==> src/hdl/slp_pkg.sv <==
package slp_pkg;

   localparam int MaxLevel = 10;
   localparam int LevelWidth = 4;
   localparam int CountWidth = 12;
   localparam int SampleWidth = 10;

   localparam logic [CountWidth-1:0] StepsPerLevelReset = 12'd1000;

   typedef enum logic [1:0] {
      CMD_SERIAL = 2'd0,
      CMD_SAMPLE = 2'd1,
      CMD_TICK   = 2'd2,
      CMD_NONE   = 2'd3
   } command_type;

   localparam logic [7:0] ChAuto       = 8'h30;   // '0'
   localparam logic [7:0] ChManual     = 8'h31;   // '1'
   localparam logic [7:0] ChReverseOff = 8'h32;   // '2'
   localparam logic [7:0] ChReverseOn  = 8'h33;   // '3'
   localparam logic [7:0] ChLevelBase  = 8'h61;   // 'a'
   localparam logic [7:0] ChLevelTop   = 8'(ChLevelBase + MaxLevel);

   localparam logic [LevelWidth-1:0] MaxLevelVal = LevelWidth'(MaxLevel);

   typedef struct packed {
      logic [3:0] phase;
      logic       stepped;
      logic [7:0] led_bar;
      logic [3:0] level_now;
      logic       manual_mode;
      logic       reversed;
      logic       busy_res;
   } result_type;

   function automatic logic [7:0] led_pattern(input logic [LevelWidth-1:0] level);
      logic [7:0] pat;
      case (level)
         4'd0:    pat = 8'h00;
         4'd1:    pat = 8'h01;
         4'd2:    pat = 8'h03;
         4'd3:    pat = 8'h07;
         4'd4:    pat = 8'h0F;
         4'd5:    pat = 8'h1F;
         4'd6:    pat = 8'h3F;
         4'd7:    pat = 8'h7F;
         4'd8:    pat = 8'hFF;
         4'd9:    pat = 8'hFE;
         default: pat = 8'hFC;
      endcase
      return pat;
   endfunction

endpackage

==> src/hdl/stepper_level_positioner.sv <==
// A request's response is registered, in the output register or in the skid entry.
// Throughput: one request per cycle while req_stall is low. One-entry skid stage:
// while a response is stalled one more request goes into the skid entry, then
// req_stall holds off requests until the skid entry moves into the output register.
// Reset: synchronous, active high; clears all motor/level state, empties the
// output stages and loads steps_per_level with 1000.
module stepper_level_positioner
   import slp_pkg::*;
(
   input  logic                   clock,
   input  logic                   reset,
   input  logic                   req_valid,
   output logic                   req_stall,
   input  logic [1:0]             req_command,
   input  logic [7:0]             req_rx_byte,
   input  logic [SampleWidth-1:0] req_sample,
   output logic                   rsp_valid,
   input  logic                   rsp_stall,
   output logic [3:0]             rsp_phase,
   output logic                   rsp_stepped,
   output logic [7:0]             rsp_led_bar,
   output logic [3:0]             rsp_level_now,
   output logic                   rsp_manual_mode,
   output logic                   rsp_reversed,
   output logic                   rsp_busy_res,
   input  logic                   csr_wr_en,
   input  logic [CountWidth-1:0]  csr_wr_data
);

   logic [CountWidth-1:0] spl_ff;
   logic                  mode_ff, mode_in;
   logic                  rev_ff, rev_in;
   logic [LevelWidth-1:0] target_ff, target_in;
   logic [LevelWidth-1:0] manual_ff, manual_in;
   logic [LevelWidth-1:0] reached_ff, reached_in;
   logic [CountWidth-1:0] count_ff, count_in;
   logic [1:0]            pidx_ff, pidx_in;
   logic                  started_ff, started_in;

   logic                  rsp_valid_ff, rsp_valid_in;
   result_type            rsp_ff, rsp_in;
   logic                  skid_valid_ff, skid_valid_in;
   result_type            skid_ff, skid_in;

   logic                  accept;
   logic                  out_free;
   logic                  stepped;
   logic [CountWidth-1:0] count_inc;
   logic [LevelWidth-1:0] sample_level;
   command_type           cmd;
   result_type            result;

   slp_level_map u_level_map (
      .sample   (req_sample),
      .reversed (rev_ff),
      .level    (sample_level)
   );

   assign cmd       = command_type'(req_command);
   assign req_stall = skid_valid_ff;
   assign accept    = req_valid && !skid_valid_ff;
   assign out_free  = !rsp_valid_ff || !rsp_stall;
   assign count_inc = count_ff + 1'b1;

   // next state for one request
   always_comb begin
      mode_in    = mode_ff;
      rev_in     = rev_ff;
      target_in  = target_ff;
      manual_in  = manual_ff;
      reached_in = reached_ff;
      count_in   = count_ff;
      pidx_in    = pidx_ff;
      started_in = started_ff;
      stepped    = 1'b0;

      case (cmd)
         CMD_SERIAL: begin
            if (req_rx_byte == ChAuto) begin
               mode_in = 1'b0;
            end else if (req_rx_byte == ChManual) begin
               if (!mode_ff) begin
                  manual_in = target_ff;
               end
               mode_in = 1'b1;
            end else if (req_rx_byte == ChReverseOff) begin
               rev_in = 1'b0;
            end else if (req_rx_byte == ChReverseOn) begin
               rev_in = 1'b1;
            end else if (req_rx_byte >= ChLevelBase && req_rx_byte <= ChLevelTop) begin
               manual_in = LevelWidth'(req_rx_byte - ChLevelBase);
            end
         end
         CMD_SAMPLE: begin
            if (!mode_ff && target_ff == reached_ff) begin
               target_in = sample_level;
            end
         end
         CMD_TICK: begin
            if (target_ff != reached_ff) begin
               stepped    = 1'b1;
               started_in = 1'b1;
               // climbing runs the coils in reverse order
               if (target_ff > reached_ff) begin
                  pidx_in = started_ff ? (pidx_ff - 2'd1) : 2'd3;
               end else begin
                  pidx_in = started_ff ? (pidx_ff + 2'd1) : 2'd0;
               end
               count_in = count_inc;
               if (count_inc >= spl_ff) begin
                  count_in = '0;
                  if (target_ff > reached_ff) begin
                     reached_in = reached_ff + 1'b1;
                  end else begin
                     reached_in = reached_ff - 1'b1;
                  end
               end
            end
         end
         default: begin
         end
      endcase

      if (mode_in && target_in == reached_in) begin
         target_in = manual_in;
      end

      result.phase       = started_in ? (4'd1 << pidx_in) : 4'd0;
      result.stepped     = stepped;
      result.led_bar     = led_pattern(target_in);
      result.level_now   = target_in;
      result.manual_mode = mode_in;
      result.reversed    = rev_in;
      result.busy_res    = (target_in != reached_in);
   end

   // output register with skid entry
   always_comb begin
      rsp_valid_in  = rsp_valid_ff;
      rsp_in        = rsp_ff;
      skid_valid_in = skid_valid_ff;
      skid_in       = skid_ff;
      if (out_free) begin
         if (skid_valid_ff) begin
            rsp_in        = skid_ff;
            rsp_valid_in  = 1'b1;
            skid_valid_in = 1'b0;
         end else begin
            rsp_in       = result;
            rsp_valid_in = accept;
         end
      end else if (accept) begin
         skid_in       = result;
         skid_valid_in = 1'b1;
      end
   end

   always_ff @(posedge clock) begin
      if (reset) begin
         spl_ff        <= StepsPerLevelReset;
         mode_ff       <= 1'b0;
         rev_ff        <= 1'b0;
         target_ff     <= '0;
         manual_ff     <= '0;
         reached_ff    <= '0;
         count_ff      <= '0;
         pidx_ff       <= '0;
         started_ff    <= 1'b0;
         rsp_valid_ff  <= 1'b0;
         skid_valid_ff <= 1'b0;
      end else begin
         if (csr_wr_en) begin
            spl_ff <= csr_wr_data;
         end
         if (accept) begin
            mode_ff    <= mode_in;
            rev_ff     <= rev_in;
            target_ff  <= target_in;
            manual_ff  <= manual_in;
            reached_ff <= reached_in;
            count_ff   <= count_in;
            pidx_ff    <= pidx_in;
            started_ff <= started_in;
         end
         rsp_valid_ff  <= rsp_valid_in;
         skid_valid_ff <= skid_valid_in;
      end
   end

   always_ff @(posedge clock) begin
      rsp_ff  <= rsp_in;
      skid_ff <= skid_in;
   end

   assign rsp_valid       = rsp_valid_ff;
   assign rsp_phase       = rsp_ff.phase;
   assign rsp_stepped     = rsp_ff.stepped;
   assign rsp_led_bar     = rsp_ff.led_bar;
   assign rsp_level_now   = rsp_ff.level_now;
   assign rsp_manual_mode = rsp_ff.manual_mode;
   assign rsp_reversed    = rsp_ff.reversed;
   assign rsp_busy_res    = rsp_ff.busy_res;

endmodule

==> src/hdl/slp_level_map.sv <==
module slp_level_map
   import slp_pkg::*;
(
   input  logic [SampleWidth-1:0] sample,
   input  logic                   reversed,
   output logic [LevelWidth-1:0]  level
);

   // sample/100 as (sample*1311)>>17, exact over 10 bits
   logic [20:0] prod100;
   logic [3:0]  q100;
   // sample/80 = (sample>>4)/5, the /5 as (x*205)>>10
   logic [13:0] prod80;
   logic [3:0]  q80;

   always_comb begin
      prod100 = 21'(sample) * 21'd1311;
      q100    = prod100[20:17];
      prod80  = 14'(sample[SampleWidth-1:4]) * 14'd205;
      q80     = prod80[13:10];
      if (!reversed) begin
         level = (q100 <= MaxLevelVal) ? q100 : '0;
      end else begin
         level = (q80 >= 4'd1 && q80 <= MaxLevelVal) ? (MaxLevelVal - q80) : MaxLevelVal;
      end
   end

endmodule
==> config.mk <==
export PLATFORM = sky130hd
export DESIGN_NAME = stepper_level_positioner
export DESIGN_NICKNAME = d
export VERILOG_FILES = /design/src/hdl/slp_pkg.sv /design/src/hdl/stepper_level_positioner.sv /design/src/hdl/slp_level_map.sv
export SDC_FILE = /design/constraint.sdc
export NUM_CORES = 1
export LEC_CHECK = 0
export BUFFER_PORTS_ARGS = -buffer_cell sky130_fd_sc_hd__buf_2
export CORE_UTILIZATION = 41
export DETAILED_ROUTE_END_ITERATION = 10
export GPL_ROUTABILITY_DRIVEN = 0
export PLACE_DENSITY = 0.59
export SYNTH_ARGS = -nofsm -noshare
export SYNTH_HDL_FRONTEND = slang
export SYNTH_SLANG_ARGS = --single-unit
==> constraint.sdc <==
create_clock -name clock -period 6.8 [get_ports clock]
set_input_delay 0.68 -clock clock [delete_from_list [all_inputs] [get_ports clock]]
set_output_delay 0.68 -clock clock [all_outputs]
set_load 0.01 [all_outputs]
==> impl_metrics.tcl, run 1 <==
set metrics [dict create \
    synth.ff_latch_count 81 \
    vias_per_cell 5.23 \
    layout-drive-gt1-share 0.190 \
    detail_route.iter0.violations 328 \
    grt_pass1_wl_um 27000 \
    ctsRootBufferMaster "clkbuf_16" \
    die_area_sq_um 18600 \
    antenna_found_initial 0 \
    cts_tree "yes" \
    hp-class "reg -> reg" \
    fin_crit_sh 0.977 \
    insertedDiodeCount 0 \
    drt_pass1_iterations 5 \
    grt_setup_unrepaired "yes" \
    ant_nets 0 \
    ctsHoldBuffers 0 \
    internal_power_uw 1430 \
    synth-edff-count 38 \
    final_common_cell "ha_1" \
    critical_path_buf_inv_count 5 \
    dp_worst_setup_slack_ns -0.209 \
    syn-num-nets 989 \
    synth_ff_type "dfxtp_1" \
    ir_drop_v 0.000151 \
    ys.warnings.count 0 \
    syn_area_sq_um 7420 \
    finish.net_count 1079 \
    power.switching_uw 867 \
    slew_viol_final 0 \
    cp-end-kind "register" \
    clkSinkCount 81 \
    comb_power_share 0.531 \
    critPathLaunchType "input pin" \
    clk_latency_ns 0.34 \
    dr_total_vias 5894 \
    p_sw_frac 0.378 \
    finalHoldViolCount 0 \
    crit_slowest_cell "fa_1" \
    area_growth_syn_to_layout_pct 16.9 \
    avgRoutedWirePerCell_um 14.0 \
    die_y_um 137 \
    arrival_ns 6.73 \
    design_area_sq_um 8680 \
    cts.clk_slew.worst_paths_ns 0.06 \
    crit_top_cell "fa_1" \
    final_util 0.497 \
    clock_path_buffers 2 \
    outcome "finished, final reports clean" \
    worstMarginPinSlew_ns 0.979 \
    crit_type "in -> reg" \
    yosysUniqueCellTypes 75 \
    fp.coreArea_sq_um 17500 \
    power_frac_seq 0.251 \
    track_usage 0.181 \
    rows 48 \
    drc 0 \
    hpwl_um 12600 \
    cts_buffers 9 \
    max_freq_mhz 151 \
    skew_ns 0.00835 \
    synth.avg_cell_area_sq_um 9.19 \
    required_ns 6.89 \
    p_clk_frac 0.219 \
    post-route-worst-setup-slack_ns 0.159 \
    slowest_delay_ns 0.57 \
    pwr_density_cell_nw_per_um2 264 \
    final_cell_mix "111 x ha_1, 86 x inv_1, 71 x nor2_1, 64 x nand2_1, 57 x buf_2" \
    initial_core_util 0.425 \
    pin_count 59 \
    grt_overflow 0 \
    post_dp_cell_area_sq_um 8200 \
    max_slew_margin 0.346 \
    syn_inst 808 \
    finalPower_uw 2290 \
    cp_cell_sequence "buf_8, fa_1, inv_2, fa_1, inv_2, fa_1, inv_1, fa_1, inv_2, fa_1, ha_4, a21oi_2, nor3_2, nor4_2, o31ai_2, a311o_1, o41ai_4, nor3_2, xor2_2, nand3b_4, o211ai_1, a2111o_1, mux2_4" \
    worstPathMaxFanout 6 \
    leakage_uw 0.00406 \
    grt_start_max_net_pins 38 \
    yosysSeqAreaShare 0.270 \
    grt_pass1_vias 5587 \
    async_flop_share 0 \
    cts_max_level 3 \
    crit_family "adder cells" \
    max_cap_viol_count 0 \
    finalCriticalPeriod_ns 6.64 \
    wl_um 15800 \
    setup_viol 0 \
    io_buffers 58 \
    fp.dieW_um 137 \
]
## metal layers
| layer | vias up | wire, um | global-route usage |
|---|---|---|---|
| li1 | 3068 | - | - |
| met1 | 2721 | 8380 | 0.271 |
| met2 | 98 | 6820 | 0.278 |
| met3 | 7 | 533 | 0.0293 |
| met4 | 0 | 69 | 0.0259 |
| met5 | - | 0 | 0 |
## final timing paths
kind,start,to,slack (ns),cells past startpoint
worst min register to register,manual_ff[0]$_SDFFE_PP0P_,manual_ff[0]$_SDFFE_PP0P_,0.47,2
worst min-delay path,manual_ff[0]$_SDFFE_PP0P_,manual_ff[0]$_SDFFE_PP0P_,0.47,2
worst max-delay path,req_sample[9],rsp_busy_res$_DFFE_PP_,0.16,23
worst max register to register,count_ff[2]$_SDFFE_PP0P_,rsp_led_bar[6]$_DFFE_PP_,1.60,20
## cell usage after synthesis, drive strengths merged (3+ instances only)
master	instances	share of area
o21ai	37	0.025
nand3b	4	0.0057
a211o	3	0.0035
or3	4	0.0034
a211oi	8	0.0088
nor2b	7	0.0059
dfxtp	43	0.12
fa	31	0.084
ha	113	0.19
o211ai	16	0.016
nand4	6	0.0059
a22oi	3	0.0037
mux2i	13	0.019
buf	4	0.0029
xnor2	15	0.018
o21bai	3	0.0030
o22ai	7	0.0059
o311ai	4	0.0047
nand3	13	0.0088
nand2b	4	0.0034
o31ai	3	0.0030
a21o	6	0.0061
nor3	11	0.0081
inv	92	0.047
nand4b	3	0.0035
nor2	71	0.036
mux2	16	0.024
xor2	20	0.025
o41ai	4	0.0067
a21boi	4	0.0040
or2	6	0.0051
clkbuf	17	0.0086
a31oi	5	0.0042
and2	4	0.0034
nor4	3	0.0025
a2111o	3	0.0046
o2111ai	3	0.0035
o31a	3	0.0035
or4	3	0.0035
nand2	64	0.032
a21oi	52	0.036
and3	11	0.0093
edfxtp	38	0.15
o21a	10	0.010
## worst register-to-register path: stages, from the launching register on
cell      delay, ns
dfxtp_1        0.40
and3_1         0.25
and3_1         0.24
and3_1         0.25
and3_1         0.25
nand3_1        0.11
xnor2_1        0.20
ha_1           0.28
a211oi_1       0.22
o21ai_0        0.11
a21oi_1        0.19
a21oi_2        0.14
xnor2_1        0.57
o221ai_1       0.47
nor3_1         0.24
buf_4          0.17
nand3b_4       0.12
mux2i_2        0.17
buf_4          0.19
o31ai_1        0.31
mux2_2         0.21
## sequential cells by signal (all words and copies together), names as in the netlist
name,flops
count_ff,12
rsp_reversed,1
rsp_stepped,1
manual_ff,4
rsp_manual_mode,1
skid_ff,19
started_ff,1
spl_ff,12
target_ff,4
mode_ff,1
rsp_phase,4
rev_ff,1
req_stall,1
rsp_valid,1
rsp_busy_res,1
reached_ff,4
pidx_ff,2
rsp_led_bar,8
rsp_level_now,3
## power by group through the flow
stage	Combinational [uW]	Sequential, uW	Clock (uW)
3_5_place_dp	1100	586	0
5_1_grt	1380	579	534
6_report	1220	575	501
2_1_floorplan	760	596	0
3_3_place_gp	1100	587	0
4_1_cts	1110	576	513
## cell families (layout without fill, tap and decap cells)
logic type	count (synthesis)	count (layout)	synth area share
XOR/XNOR	35	35	0.0423
adder cells (fa/ha/maj)	144	144	0.274
flip-flops	81	81	0.270
AND/OR/NAND/NOR	219	219	0.144
buffers and inverters	113	208	0.0580
AO/OA/AOI/OAI	187	187	0.169
multiplexers	29	29	0.0433
## area by class of cell
| type | count | area, sq um |
|---|---|---|
| timing repair buffer | 100 | 616 |
| clock inverter | 6 | 73.8 |
| inverter | 92 | 345 |
| fill | 1653 | 8800 |
| tap | 225 | 282 |
| multi-input combinational | 614 | 5120 |
| sequential | 81 | 2000 |
| clock buffer | 10 | 239 |
## per-stage QoR
step	TNS, ns	instances	hold slack [ns]
after floorplan	0	808	0.446
after global placement	-0.989	1109	0.463
after detailed placement	-1.33	1109	0.466
final	0	1128	0.475
after global routing	-0.351	1128	0.498
after CTS	0	1125	0.475
## repair_timing
item                       in CTS  in global routing
buffers inserted                0                  3
resized for setup               0                 28
setup endpoints to repair       0                 12
(Power assumes the default switching activity.)
==> inputs of run 2 (changes only) <==
- BUFFER_PORTS_ARGS: -buffer_cell sky130_fd_sc_hd__buf_2 -> -buffer_cell sky130_fd_sc_hd__buf_4
==> impl_metrics.tcl, run 2 (synthesis gave the netlist of run 1 again) <==
set metrics [dict create \
    outcome "finished, final reports clean" \
    register_area_sq_um 2000 \
    area_growth_syn_to_layout_pct 18.2 \
    insertedDiodeCount 0 \
    dp_worst_setup_slack_ns -0.224 \
    fp.coreArea_sq_um 17500 \
    io_buffers 58 \
    multiInputGateArea_sq_um 5110 \
    cts_tree "yes" \
    post-route-worst-setup-slack_ns 0.226 \
    use_met3 0.0378 \
    cp-end-kind "register" \
    vias_per_cell 5.32 \
    arrival_ns 6.67 \
    final_cell_mix "111 x ha_1, 97 x buf_4, 89 x inv_1, 71 x nor2_1, 64 x nand2_1" \
    drt_pass1_iterations 5 \
    fillers 1635 \
    rows 48 \
    grt_overflow 0 \
    skew_ns 0.00399 \
    die_y_um 137 \
    avgRoutedWirePerCell_um 14.5 \
    pwr_density_cell_nw_per_um2 255 \
    track_usage 0.186 \
    detail_route.iter0.violations 295 \
    finish.net_count 1078 \
    fin_crit_sh 0.967 \
    finalHoldViolCount 0 \
    max_slew_margin 0.280 \
    critPathLaunchType "input pin" \
    finalCriticalPeriod_ns 6.57 \
    hpwl_um 12900 \
    antenna_found_initial 0 \
    hp-class "reg -> reg" \
    placedCellCount 1106 \
    cts.clk_slew.worst_paths_ns 0.06 \
    max_freq_mhz 152 \
    largest_reg_flops 19 \
    leakage_uw 0.00407 \
    pin_count 59 \
    required_ns 6.89 \
    worstMarginPinSlew_ns 1.08 \
    use_met1 0.268 \
    ctsRootBufferMaster "clkbuf_16" \
    max_cap_viol_count 0 \
    clock_path_buffers 2 \
    top_usage_layer "met2" \
    top_regs "skid_ff: 19 flops, count_ff: 12 flops, spl_ff: 12 flops" \
    drc 0 \
    cts_max_level 3 \
    regMostFlops "skid_ff" \
    cts_buffers 9 \
    wl_um 16300 \
    ant_nets 0 \
    setup_viol 0 \
    final_common_cell "ha_1" \
    dr_total_vias 5991 \
    worstPathMaxFanout 6 \
    grt_pass1_wl_um 27600 \
    finalNonFillerCells 1127 \
    layout-drive-gt1-share 0.186 \
    initial_core_util 0.425 \
    die_area_sq_um 18600 \
    grt_pass1_vias 5741 \
    fp.dieW_um 137 \
    slew_viol_final 0 \
    ir_drop_v 0.000135 \
    grt_use_met2 0.286 \
    clkSinkCount 81 \
    grt_start_max_net_pins 38 \
    clk_latency_ns 0.34 \
    crit_type "in -> reg" \
]
==> run 2: critical path, cell delays in order <==
cell	delay, ns
buf_4	0.12
fa_1	0.58
inv_2	0.06
fa_1	0.47
inv_1	0.05
fa_1	0.53
inv_1	0.05
fa_1	0.52
inv_1	0.05
fa_1	0.48
ha_4	0.19
or4_1	0.46
o211ai_1	0.12
o211ai_1	0.20
and2_1	0.20
o41ai_2	0.41
nor3_2	0.12
xor2_2	0.28
nand3b_4	0.23
o211ai_1	0.11
a2111o_1	0.47
mux2_4	0.27
==> run 2: what timing repair did <==
item	in CTS	in global routing
buffers inserted	0	5
hold buffers	0	0
resized for setup	0	24
endpoints found under the setup margin	0	15
==> run 2: power by group <==
group,internal (uW),switching (uW),total (uW)
clock network,250,204,453
logic,565,642,1210
registers,560,18.5,578
==> run 2: path summary, 6_finish.rpt <==
kind | endpoint | slack, ns | depth (start not counted) | start
hold reg to reg | manual_ff[1]$_SDFFE_PP0P_ | 0.48 | 2 | manual_ff[1]$_SDFFE_PP0P_
setup reg to reg | rsp_led_bar[2]$_DFFE_PP_ | 1.41 | 19 | count_ff[2]$_SDFFE_PP0P_
hold / removal | manual_ff[1]$_SDFFE_PP0P_ | 0.48 | 2 | manual_ff[1]$_SDFFE_PP0P_
setup / recovery | rsp_busy_res$_DFFE_PP_ | 0.23 | 22 | req_sample[9]
==> run 2: cell type report <==
| cell class | count | share of cell area |
|---|---|---|
| flip-flops and latches | 81 | 0.228 |
| clock buffers | 9 | 0.0257 |
| clock inverters | 7 | 0.00599 |
| inverters | 92 | 0.0393 |
| repair buffers | 99 | 0.0865 |
| well taps | 225 | 0.0321 |
| multi-input cells | 614 | 0.582 |
==> run 2: per-stage QoR <==
step	power, uW	area (sq um)	hold WS, ns	TNS (ns)	util
after global placement	1700	8320	0.459	-0.724	0.476
after floorplan	1360	7420	0.446	0	-
after CTS	2170	8600	0.473	0	0.492
after global routing	2440	8780	0.505	-0.0402	0.502
after detailed placement	1710	8320	0.465	-1.48	0.476
final	2240	8780	0.475	0	0.502
==> run 2: layer usage <==
metal,up-vias,part of all wire
met2,89,0.44
met1,2824,0.51
li1,3065,-
met4,0,0.0070
met5,-,0
met3,13,0.040
==> inputs of run 3 (changes only) <==
- PLACE_DENSITY: 0.59 -> 0.57
- clock period: 6.8 -> 7.2 ns (I/O delays scaled with it)
==> impl_metrics.tcl, run 3 (synthesis gave the netlist of run 1 again) <==
set metrics [dict create \
    crit_slowest_cell "fa_1" \
    drt_pass1_iterations 5 \
    die_area_sq_um 18600 \
    io_buffers 58 \
    finalCriticalPeriod_ns 6.90 \
    insertedDiodeCount 0 \
    arrival_ns 6.99 \
    layout-drive-gt1-share 0.140 \
    antenna_found_initial 0 \
    grt_pass1_vias 5858 \
    clk_latency_ns 0.34 \
    detail_route.iter0.violations 370 \
    slowest_delay_ns 0.57 \
    grt_overflow 0 \
    clock_path_buffers 2 \
    hp-class "reg -> reg" \
    area_growth_syn_to_layout_pct 13.7 \
    largest_reg_flops 19 \
    ir_drop_v 0.000144 \
    leakage_uw 0.00390 \
    finish.net_count 1045 \
    worstMarginPinSlew_ns 0.921 \
    crit_type "in -> reg" \
    fin_tns_setup_ns 0 \
    max_freq_mhz 145 \
    hpwl_um 13100 \
    ant_nets 0 \
    slew_viol_final 0 \
    outcome "finished, final reports clean" \
    grt_start_max_net_pins 38 \
    grt_pass1_wl_um 28100 \
    wl_um 16300 \
    finalNonFillerCells 1094 \
    cts_buffers 9 \
    ctsRootBufferMaster "clkbuf_16" \
    wl_met1_um 8120 \
    wl_met2_um 7280 \
    final_common_cell "ha_1" \
    initial_core_util 0.425 \
    skew_ns 0.00622 \
    track_usage 0.189 \
    setup_viol 0 \
    regMostFlops "skid_ff" \
    max_slew_margin 0.385 \
    final_cell_mix "113 x ha_1, 90 x inv_1, 71 x nor2_1, 65 x buf_4, 64 x nand2_1" \
    clkSinkCount 81 \
    fin_crit_sh 0.959 \
    cp-end-kind "register" \
    dr_total_vias 5981 \
    fp.coreArea_sq_um 17500 \
    pin_count 59 \
    cp_cell_sequence "buf_4, inv_1, fa_1, inv_1, ha_1, inv_1, fa_1, inv_1, fa_1, fa_1, ha_1, a211o_1, a211o_1, a21oi_1, o211ai_1, and2_1, o41ai_2, nor3_2, xor2_2, or4_4, nand2_1, o211ai_1, mux2_2" \
    required_ns 7.29 \
    fp.dieW_um 137 \
    cts_tree "yes" \
    drc 0 \
    dp_worst_setup_slack_ns -0.0427 \
    cts.clk_slew.worst_paths_ns 0.06 \
    top_regs "skid_ff: 19 flops, count_ff: 12 flops, spl_ff: 12 flops" \
    vias_per_cell 5.47 \
    critPathLaunchType "input pin" \
    die_y_um 137 \
    cts_max_level 3 \
    placedCellCount 1078 \
    rows 48 \
    ctsHoldBuffers 0 \
    pwr_density_cell_nw_per_um2 235 \
    avgRoutedWirePerCell_um 14.9 \
    worstPathMaxFanout 6 \
    post-route-worst-setup-slack_ns 0.298 \
    wl_met3_um 734 \
    max_cap_viol_count 0 \
    finalHoldViolCount 0 \
    routed.top_layer "met4" \
]
[run 3: cell types whose count changed in the layout (fill, tap and decap cells not counted), sizes merged]
cell,before,now
buf,99,66
clkbuf,9,10
clkinv,4,1
clkinvlp,1,3
[run 3: path summary, 6_finish.rpt]
path | endpoint | start | slack, ns | cells past startpoint
setup / recovery | rsp_led_bar[2]$_DFFE_PP_ | req_sample[4] | 0.30 | 23
hold / removal | manual_ff[1]$_SDFFE_PP0P_ | manual_ff[1]$_SDFFE_PP0P_ | 0.47 | 2
setup reg to reg | rsp_led_bar[1]$_DFFE_PP_ | count_ff[0]$_SDFFE_PP0P_ | 1.94 | 20
hold reg to reg | manual_ff[1]$_SDFFE_PP0P_ | manual_ff[1]$_SDFFE_PP0P_ | 0.47 | 2
[run 3: per-stage QoR]
step | hold slack [ns] | utilization | area, sq um | power [uW]
after floorplan | 0.446 | - | 7420 | 1280
after global placement | 0.458 | 0.465 | 8130 | 1520
after detailed placement | 0.468 | 0.465 | 8130 | 1540
after CTS | 0.476 | 0.482 | 8420 | 1990
after global routing | 0.514 | 0.483 | 8440 | 2160
final | 0.474 | 0.483 | 8440 | 1980
[run 3: area by class of cell]
type / count / area, sq um
multi-input cells: 614 / 5010
repair buffers: 66 / 508
flip-flops and latches: 81 / 2000
inverters: 92 / 345
clock inverters: 6 / 51.3
well taps: 225 / 282
clock buffers: 10 / 239
fillers: 1670 / 9040
[run 3: power by group]
group / total, uW / switching (uW) / internal [uW]
Sequential: 546 / 17.4 / 529
Combinational: 999 / 567 / 432
Clock: 439 / 192 / 247
[run 3: what timing repair did]
item | CTS | global route
endpoints found under the setup margin | 0 | 7
buffers inserted | 0 | 0
resized for setup | 0 | 4
[run 3: critical path: cells and delay by family]
| kind | cells | cell delay, ns |
|---|---|---|
| adders and majority gates | 6 | 2.72 |
| AOI/OAI and AO/OA | 6 | 1.53 |
| and+or+nand+nor | 4 | 1.07 |
| buffers and inverters | 5 | 0.44 |
| muxes | 1 | 0.30 |
| xor gates and xnor gates | 1 | 0.21 |
[run 3: metal layers]
metal,vias up,track usage
met5,-,0
met4,0,0.0414
met3,21,0.0326
met2,140,0.297
met1,2821,0.269
li1,2999,-
